<file path="src/hw/rtl/gmc_pkg.sv">
`timescale 1ns / 1ps
`default_nettype none

package gmc_pkg;

    // Genotype character codes
    localparam logic [7:0] CODE_MISSING = 8'h58;  // 'X'
    localparam logic [7:0] CODE_HET     = 8'h31;  // '1'

    // Fixed field widths
    localparam int CODE_WIDTH  = 8;
    localparam int FIELD_WIDTH = 16;
    localparam int APB_ADDR_WIDTH = 3;
    localparam int APB_DATA_WIDTH = 32;

    // Register indexes, taken from paddr[2]
    typedef enum logic {
        REG_MISMATCH_LIMIT  = 1'b0,
        REG_HOMOZYGOUS_ONLY = 1'b1
    } reg_index_t;

    localparam logic [FIELD_WIDTH-1:0] LIMIT_RESET = 16'hFFFF;

    typedef struct packed {
        logic [FIELD_WIDTH-1:0] mismatch_limit;
        logic                   homozygous_only;
    } cfg_t;

endpackage

`default_nettype wire

</file>
<file path="src/hw/rtl/gmc_cfg_regs.sv">
`timescale 1ns / 1ps
`default_nettype none

module gmc_cfg_regs (
    input  wire logic                                 aclk,
    input  wire logic                                 aresetn,
    input  wire logic                                 psel,
    input  wire logic                                 penable,
    input  wire logic                                 pwrite,
    input  wire logic [gmc_pkg::APB_ADDR_WIDTH-1:0]   paddr,
    input  wire logic [gmc_pkg::APB_DATA_WIDTH-1:0]   pwdata,
    output logic      [gmc_pkg::APB_DATA_WIDTH-1:0]   prdata,
    output logic                                      pready,
    output gmc_pkg::cfg_t                             cfg
);

    gmc_pkg::cfg_t      cfg_reg;
    gmc_pkg::reg_index_t reg_sel;
    logic               wr_en;

    // Decode the word address and the write strobe
    assign reg_sel = gmc_pkg::reg_index_t'(paddr[2]);
    assign wr_en   = psel & penable & pwrite;
    assign pready  = 1'b1;

    // Hold the registers, update on a completed write request
    always_ff @(posedge aclk) begin
        if (!aresetn) begin
            cfg_reg.mismatch_limit  <= gmc_pkg::LIMIT_RESET;
            cfg_reg.homozygous_only <= 1'b0;
        end else if (wr_en) begin
            case (reg_sel)
                gmc_pkg::REG_MISMATCH_LIMIT: begin
                    cfg_reg.mismatch_limit <= pwdata[gmc_pkg::FIELD_WIDTH-1:0];
                end
                gmc_pkg::REG_HOMOZYGOUS_ONLY: begin
                    cfg_reg.homozygous_only <= pwdata[0];
                end
                default: begin
                    cfg_reg <= cfg_reg;
                end
            endcase
        end
    end

    // Read back the selected register
    always_comb begin
        case (reg_sel)
            gmc_pkg::REG_MISMATCH_LIMIT: begin
                prdata = gmc_pkg::APB_DATA_WIDTH'(cfg_reg.mismatch_limit);
            end
            gmc_pkg::REG_HOMOZYGOUS_ONLY: begin
                prdata = gmc_pkg::APB_DATA_WIDTH'(cfg_reg.homozygous_only);
            end
            default: begin
                prdata = '0;
            end
        endcase
    end

    assign cfg = cfg_reg;

endmodule

`default_nettype wire

</file>
<file path="src/hw/rtl/gmc_count_unit.sv">
`timescale 1ns / 1ps
`default_nettype none

module gmc_count_unit #(
    parameter int COUNT_WIDTH = 16
) (
    input  gmc_pkg::cfg_t                          cfg,
    input  wire logic [gmc_pkg::CODE_WIDTH-1:0]    first_code,
    input  wire logic [gmc_pkg::CODE_WIDTH-1:0]    second_code,
    input  wire logic [gmc_pkg::FIELD_WIDTH-1:0]   seed_mismatches,
    input  wire logic                              first_of_string,
    input  wire logic [COUNT_WIDTH-1:0]            scan_q,
    input  wire logic [COUNT_WIDTH-1:0]            usable_q,
    input  wire logic [COUNT_WIDTH-1:0]            mism_q,
    input  wire logic                              stopped_q,
    output logic      [COUNT_WIDTH-1:0]            scan_d,
    output logic      [COUNT_WIDTH-1:0]            usable_d,
    output logic      [COUNT_WIDTH-1:0]            mism_d,
    output logic                                   stopped_d
);

    // Compare width covers both the counts and the 16-bit fields
    localparam int CmpWidth = (COUNT_WIDTH > gmc_pkg::FIELD_WIDTH) ?
                              COUNT_WIDTH : gmc_pkg::FIELD_WIDTH;
    localparam logic [COUNT_WIDTH-1:0] CountMax = '1;

    logic [CmpWidth-1:0]    seed_ext;
    logic [CmpWidth-1:0]    max_ext;
    logic [CmpWidth-1:0]    limit_ext;
    logic [CmpWidth-1:0]    mism_ext;
    logic [COUNT_WIDTH-1:0] scan_base;
    logic [COUNT_WIDTH-1:0] usable_base;
    logic [COUNT_WIDTH-1:0] mism_base;
    logic                   stopped_base;
    logic [COUNT_WIDTH-1:0] scan_inc;
    logic [COUNT_WIDTH-1:0] usable_inc;
    logic [COUNT_WIDTH-1:0] mism_inc;
    logic                   first_ok;
    logic                   second_ok;
    logic                   pair_usable;
    logic                   halt;

    // Widen the seed, the count maximum and the limit so the seed can be clamped to the count range
    assign seed_ext  = CmpWidth'(seed_mismatches);
    assign max_ext   = CmpWidth'(CountMax);
    assign limit_ext = CmpWidth'(cfg.mismatch_limit);

    // Start a new string or carry on from the held counts
    always_comb begin
        if (first_of_string) begin
            scan_base    = '0;
            usable_base  = '0;
            mism_base    = (seed_ext > max_ext) ? CountMax : seed_ext[COUNT_WIDTH-1:0];
            stopped_base = 1'b0;
        end else begin
            scan_base    = scan_q;
            usable_base  = usable_q;
            mism_base    = mism_q;
            stopped_base = stopped_q;
        end
    end

    // Saturating increments
    assign scan_inc   = (scan_base == CountMax)   ? scan_base   : scan_base + 1'b1;
    assign usable_inc = (usable_base == CountMax) ? usable_base : usable_base + 1'b1;
    assign mism_inc   = (mism_base == CountMax)   ? mism_base   : mism_base + 1'b1;

    // Drop missing codes, and heterozygous codes in homozygous mode
    assign first_ok  = (first_code != gmc_pkg::CODE_MISSING) &&
                       !(cfg.homozygous_only && (first_code == gmc_pkg::CODE_HET));
    assign second_ok = (second_code != gmc_pkg::CODE_MISSING) &&
                       !(cfg.homozygous_only && (second_code == gmc_pkg::CODE_HET));
    assign pair_usable = first_ok && second_ok;

    // Count the pair and test the limit
    always_comb begin
        usable_d  = usable_base;
        mism_d    = mism_base;
        scan_d    = scan_base;
        stopped_d = stopped_base;
        halt      = 1'b0;
        mism_ext  = CmpWidth'(mism_base);
        if (!stopped_base) begin
            if (pair_usable) begin
                usable_d = usable_inc;
                if (first_code != second_code) begin
                    mism_d = mism_inc;
                end
                mism_ext = CmpWidth'(mism_d);
                halt     = (mism_ext >= limit_ext);
            end
            if (halt) begin
                stopped_d = 1'b1;
            end else begin
                scan_d = scan_inc;
            end
        end
    end

endmodule

`default_nettype wire

</file>
<file path="src/hw/rtl/bounded_genotype_mismatch_count_top.sv">
`timescale 1ns / 1ps
`default_nettype none

// Channel    | Dir    | Handshake              | Payload
// -----------+--------+------------------------+--------------------------------------------
// input pair | in     | s_valid, s_ready       | s_first_code .. s_last_of_string, 5 fields
// result     | out    | m_valid, m_ready       | m_scanned_count .. m_limit_hit, 4 fields
// config     | in/out | psel, penable, pready  | pwrite, paddr, pwdata, prdata
//
// One pair per cycle unless a last pair meets a full result slot: an input register feeds
// the count unit, which updates the string counts and the result register.
// A result is loaded into the result register when its last pair leaves the input register.
// Synchronous active-low reset clears the counts, the valid flags and the
// configuration registers.
// A stalled result holds the pipeline only when a last pair has to enter it.

module bounded_genotype_mismatch_count_top #(
    parameter int COUNT_WIDTH = 16
) (
    input  wire logic                                 aclk,
    input  wire logic                                 aresetn,
    // input pairs
    input  wire logic                                 s_valid,
    output logic                                      s_ready,
    input  wire logic [7:0]                           s_first_code,
    input  wire logic [7:0]                           s_second_code,
    input  wire logic [15:0]                          s_seed_mismatches,
    input  wire logic                                 s_first_of_string,
    input  wire logic                                 s_last_of_string,
    // results
    output logic                                      m_valid,
    input  wire logic                                 m_ready,
    output logic      [15:0]                          m_scanned_count,
    output logic      [15:0]                          m_usable_count,
    output logic      [15:0]                          m_mismatch_total,
    output logic                                      m_limit_hit,
    // configuration
    input  wire logic                                 psel,
    input  wire logic                                 penable,
    input  wire logic                                 pwrite,
    input  wire logic [gmc_pkg::APB_ADDR_WIDTH-1:0]   paddr,
    input  wire logic [gmc_pkg::APB_DATA_WIDTH-1:0]   pwdata,
    output logic      [gmc_pkg::APB_DATA_WIDTH-1:0]   prdata,
    output logic                                      pready
);

    gmc_pkg::cfg_t          cfg;

    logic                   in_valid_reg;
    logic [7:0]             first_code_reg;
    logic [7:0]             second_code_reg;
    logic [15:0]            seed_reg;
    logic                   first_reg;
    logic                   last_reg;

    logic [COUNT_WIDTH-1:0] scan_reg;
    logic [COUNT_WIDTH-1:0] usable_reg;
    logic [COUNT_WIDTH-1:0] mism_reg;
    logic                   stopped_reg;
    logic [COUNT_WIDTH-1:0] scan_next;
    logic [COUNT_WIDTH-1:0] usable_next;
    logic [COUNT_WIDTH-1:0] mism_next;
    logic                   stopped_next;

    logic                   out_valid_reg;
    logic [15:0]            scanned_reg;
    logic [15:0]            usable_out_reg;
    logic [15:0]            total_reg;
    logic                   limit_hit_reg;

    logic                   advance;
    logic                   take_in;

    gmc_cfg_regs u_cfg_regs (
        .aclk    (aclk),
        .aresetn (aresetn),
        .psel    (psel),
        .penable (penable),
        .pwrite  (pwrite),
        .paddr   (paddr),
        .pwdata  (pwdata),
        .prdata  (prdata),
        .pready  (pready),
        .cfg     (cfg)
    );

    // A held pair moves on unless it is a last pair and the result slot is full
    assign advance = in_valid_reg && (!last_reg || !out_valid_reg || m_ready);
    assign s_ready = !in_valid_reg || advance;
    assign take_in = s_valid && s_ready;

    // Input register: control
    always_ff @(posedge aclk) begin
        if (!aresetn) begin
            in_valid_reg <= 1'b0;
        end else if (s_ready) begin
            in_valid_reg <= s_valid;
        end
    end

    // Input register: payload
    always_ff @(posedge aclk) begin
        if (take_in) begin
            first_code_reg  <= s_first_code;
            second_code_reg <= s_second_code;
            seed_reg        <= s_seed_mismatches;
            first_reg       <= s_first_of_string;
            last_reg        <= s_last_of_string;
        end
    end

    gmc_count_unit #(
        .COUNT_WIDTH (COUNT_WIDTH)
    ) u_count_unit (
        .cfg             (cfg),
        .first_code      (first_code_reg),
        .second_code     (second_code_reg),
        .seed_mismatches (seed_reg),
        .first_of_string (first_reg),
        .scan_q          (scan_reg),
        .usable_q        (usable_reg),
        .mism_q          (mism_reg),
        .stopped_q       (stopped_reg),
        .scan_d          (scan_next),
        .usable_d        (usable_next),
        .mism_d          (mism_next),
        .stopped_d       (stopped_next)
    );

    // String counts advance with each pair leaving the input register
    always_ff @(posedge aclk) begin
        if (!aresetn) begin
            scan_reg    <= '0;
            usable_reg  <= '0;
            mism_reg    <= '0;
            stopped_reg <= 1'b0;
        end else if (advance) begin
            scan_reg    <= scan_next;
            usable_reg  <= usable_next;
            mism_reg    <= mism_next;
            stopped_reg <= stopped_next;
        end
    end

    // Result register: control
    always_ff @(posedge aclk) begin
        if (!aresetn) begin
            out_valid_reg <= 1'b0;
        end else if (advance && last_reg) begin
            out_valid_reg <= 1'b1;
        end else if (m_ready) begin
            out_valid_reg <= 1'b0;
        end
    end

    // Result register: payload
    always_ff @(posedge aclk) begin
        if (advance && last_reg) begin
            scanned_reg    <= 16'(scan_next);
            usable_out_reg <= 16'(usable_next);
            total_reg      <= 16'(mism_next);
            limit_hit_reg  <= stopped_next;
        end
    end

    assign m_valid          = out_valid_reg;
    assign m_scanned_count  = scanned_reg;
    assign m_usable_count   = usable_out_reg;
    assign m_mismatch_total = total_reg;
    assign m_limit_hit      = limit_hit_reg;

endmodule

`default_nettype wire

</file>
<file path="config.mk">
export PLATFORM = sky130hd
export DESIGN_NAME = bounded_genotype_mismatch_count_top
export DESIGN_NICKNAME = d
export VERILOG_FILES = /design/src/hw/rtl/gmc_pkg.sv /design/src/hw/rtl/gmc_cfg_regs.sv /design/src/hw/rtl/gmc_count_unit.sv /design/src/hw/rtl/bounded_genotype_mismatch_count_top.sv
export SDC_FILE = /design/constraint.sdc
export NUM_CORES = 1
export LEC_CHECK = 0
export BUFFER_PORTS_ARGS = -buffer_cell sky130_fd_sc_hd__buf_4
export CORE_UTILIZATION = 45
export DETAILED_ROUTE_END_ITERATION = 7
export PLACE_DENSITY_LB_ADDON = 0.08
export REMOVE_ABC_BUFFERS = 1
export SETUP_SLACK_MARGIN = 0.4
export SYNTH_ARGS = -nofsm -noshare
export SYNTH_HDL_FRONTEND = slang
export SYNTH_SLANG_ARGS = --single-unit
</file>
<file path="constraint.sdc">
create_clock -name aclk -period 6.55 [get_ports aclk]
set_input_delay 0.3275 -clock aclk [delete_from_list [all_inputs] [get_ports aclk]]
set_output_delay 0.3275 -clock aclk [all_outputs]
set_load 0.01 [all_outputs]
</file>
==> metrics.md <==
| Metric | Value |
|---|---|
| WP data required | 6.89 ns |
| Synth warn | 0 |
| DRC | 0 |
| Nature of the critical path endpoint | flop |
| Worst rel slew slack | 19.8% |
| Die height | between 100 and 150 um |
| Post-synth top cells | nand2_1, edfxtp_1, dfxtp_1 |
| Met3 GRT Util | 4.29% |
| Clk_lat worst skew | 0.43 ns |
| CP Launch Type | flop |
| Post_cts resized | 0 |
| Routed Antenna Nets | 0 |
| Clock Pin Slew Worst Setup and Hold Paths | 0.06 ns |
| Netlist cell types | 73 |
| I/O pins | 160 |
| Initial antenna violation count | 0 |
| CTS tree | done |
| Max reg flops | 17 |
| GR peak layer | met2 |
| Register area | 3850 um2 |
| Die ar. | 18,500 um2 |
| Initial core utilization | approximately 46% |
| Worst Path Max Fanout | 42 |
| Clk_skew | 0.0121 ns |
| Cell family with most CP delay | compound AO/OA/AOI/OAI gates |
| Worst Hold Class | input pin to flop |
| Sink Count | 151 |
| Reported leakage power | 0.00386 uW |
| Die width | 136 um |
| Multi-input logic area | 3910 um2 |
| Setup TNS | 0 ns |
| M1 GR Usage | 26.9% |
| Num CTS Buffers | 17 |
| Vias | roughly 6,500 |
| Fmax | 182 MHz |
| Post-Syn Instances | 824 |
| Final Critical Period | 5.48 ns |
| Crit-path cells | buf_4 -> nand3_1 -> a22oi_1 -> nand2_1 -> or2_2 -> or2_2 -> xor2_1 -> ha_1 -> nand4_1 -> a211oi_1 -> a32oi_1 -> a211oi_2 -> nor3_1 -> buf_4 -> a311o_1 -> a31oi_1 |
| Global-route wire length before repair | 30,900 um |
| Routability cong. | roughly 0.86 |
| Met2 Use GR | 36.3% |
| Slew @ Worst Pin | 1.20 ns |
| Drt pass-1 iters | 6 |
| Antenna Cells | 0 |
| Final wirelength | 19,000 um |
| IR Drop Worst-Case VDD | 0.181 mV |
| Synth async-reset ratio | 0% |
| Buf+Inv Stages, Crit Path | 2 |
| Top cells by area, synth | edfxtp_1, dfxtp_1, nand2_1 |
| Crit-path slowest cell | a211oi_2 |
| Delay of the slowest critical-path stage | 0.78 ns |
| Primary FF master, synth | edfxtp_1 |
| Max cap viols | 0 |
| Critical Path AT | 5.83 ns |
| Most common cell in the netlist | nand2_1 |
| Fillers | 1,557 |
| Max-slew violation count | 0 |
| Root Driver | clkbuf_16 |
| Mean Syn Cell Area | 9.80 um2 |
| RSZ-0062 raised after global routing | false |
| Share of cells above drive strength 1 | 20.6% |
| Yosys top cell by area | edfxtp_1 |
| Cell Pwr Density | 222 nW/um2 |
| Area Growth Syn to Fin | 19.8% |
| Worst hold start | s_seed_mismatches[1] |
| CTS hold repair buffers | 0 |
| GRT Overall Usage | between 20 and 25% |
| Register area share after synthesis | 47.7% |
| Fin. Hold Viols | 0 |
| Critical path class | flop to flop |
| # port buffers | 124 |
| H-tree depth | 4 |
| Post-synth EDFFs | 83 |
| Outcome | finished, final reports clean |
| FF+latch count, synth | 151 |
| CORE AREA | about 17,000 um2 |
| Iteration-0 DRC Markers | between 400 and 500 |
| Cell Rows | between 40 and 50 |
| R2R Path Start | first_reg |
| Setup bufs post-CTS | 0 |
| Clk buf depth | 2 |
| Post-DP HPWL | around 13,000 um |
| Critical Path Start | first_reg |
| Nets@finish | 1,027 |
| Largest net degree at the start of global routing | 58 |
| Synth top area share | between 30% and 40% |
| Period utilisation layout | 83.7% |
| Setup violators final | 0 |
| Routed len/inst | between 15 and 20 um |
| GRT overflow | 0 |
| Vias in the first global route | 6,288 |
| Vias/cell | 5.56 |
| Mapped cell area | between 8000 and 9000 um2 |
| Worst Hold Slack | 0.0738 ns |
final cells by class:
class	count	share of cell area, %
clock buffers	18	4.43
repair buffers	133	10.3
flip-flops and latches	151	39.8
well taps	225	2.91
multi-input cells	604	40.4
clock inverters	14	1.12
inverters	25	0.970
layer usage:
metal / part of all wire, % / vias up
li1: - / 3188
met1: 45 / 3065
met2: 49 / 225
met3: 4.5 / 28
met4: 1.8 / 0
met5: 0 / -
metrics by stage:
step	instances	instance area [um2]	util, %	power (uW)	setup slack [ns]
after global placement	1138	9140	52.5	1270	1.25
final	1170	9680	55.6	2150	1.07
after global routing	1170	9680	55.6	2240	0.678
after CTS	1170	9680	55.6	2170	1.05
after floorplan	780	7840	-	1180	0.337
after detailed placement	1138	9140	52.5	1270	1.13
layout by cell type (no fill, tap or decap), types with 5 or more instances in the layout:
cell	count
buf_4	133
nand2_1	85
edfxtp_1	83
dfxtp_1	68
nor2_1	65
nand3_1	46
xnor2_1	32
a21oi_1	28
mux2i_1	25
inv_1	23
o211ai_1	23
and3_1	22
xor2_1	21
o21ai_0	20
nor2b_1	19
ha_1	19
conb_1	17
clkbuf_16	17
nand4_1	16
nand2b_1	15
a31oi_1	14
or3_1	12
mux2_2	8
and2_1	8
or2_2	7
nor3_1	6
nor4_1	6
o2bb2ai_1	6
nor4bb_1	5
nand3b_1	5
nand4b_1	5
power by group:
group / total (uW) / switching [uW] / internal, uW
logic: 201 / 115 / 85.9
registers: 1050 / 19.2 / 1030
clock network: 900 / 384 / 516
logic make-up (layout without fill, tap and decap cells):
kind of cell	after synthesis	count (layout)	synth area share, %
and+or+nand+nor	340	340	22.0
muxes	33	33	4.21
DFF	151	151	47.7
buffers and inverters	84	190	4.77
adders and majority gates	19	19	2.94
other	2	17	0.0930
AOI/OAI and AO/OA	142	142	12.5
xor gates and xnor gates	53	53	5.75
path summary, 6_finish.rpt:
| kind | end | slack, ns | cells after the start |
|---|---|---|---|
| min | seed_reg[1] | 0.07 | 1 |
| min reg2reg | mism_reg[15] | 0.45 | 2 |
| max reg2reg | scan_reg[4] | 1.07 | 16 |
| max | scan_reg[4] | 1.07 | 16 |
(Power assumes the default switching activity.)
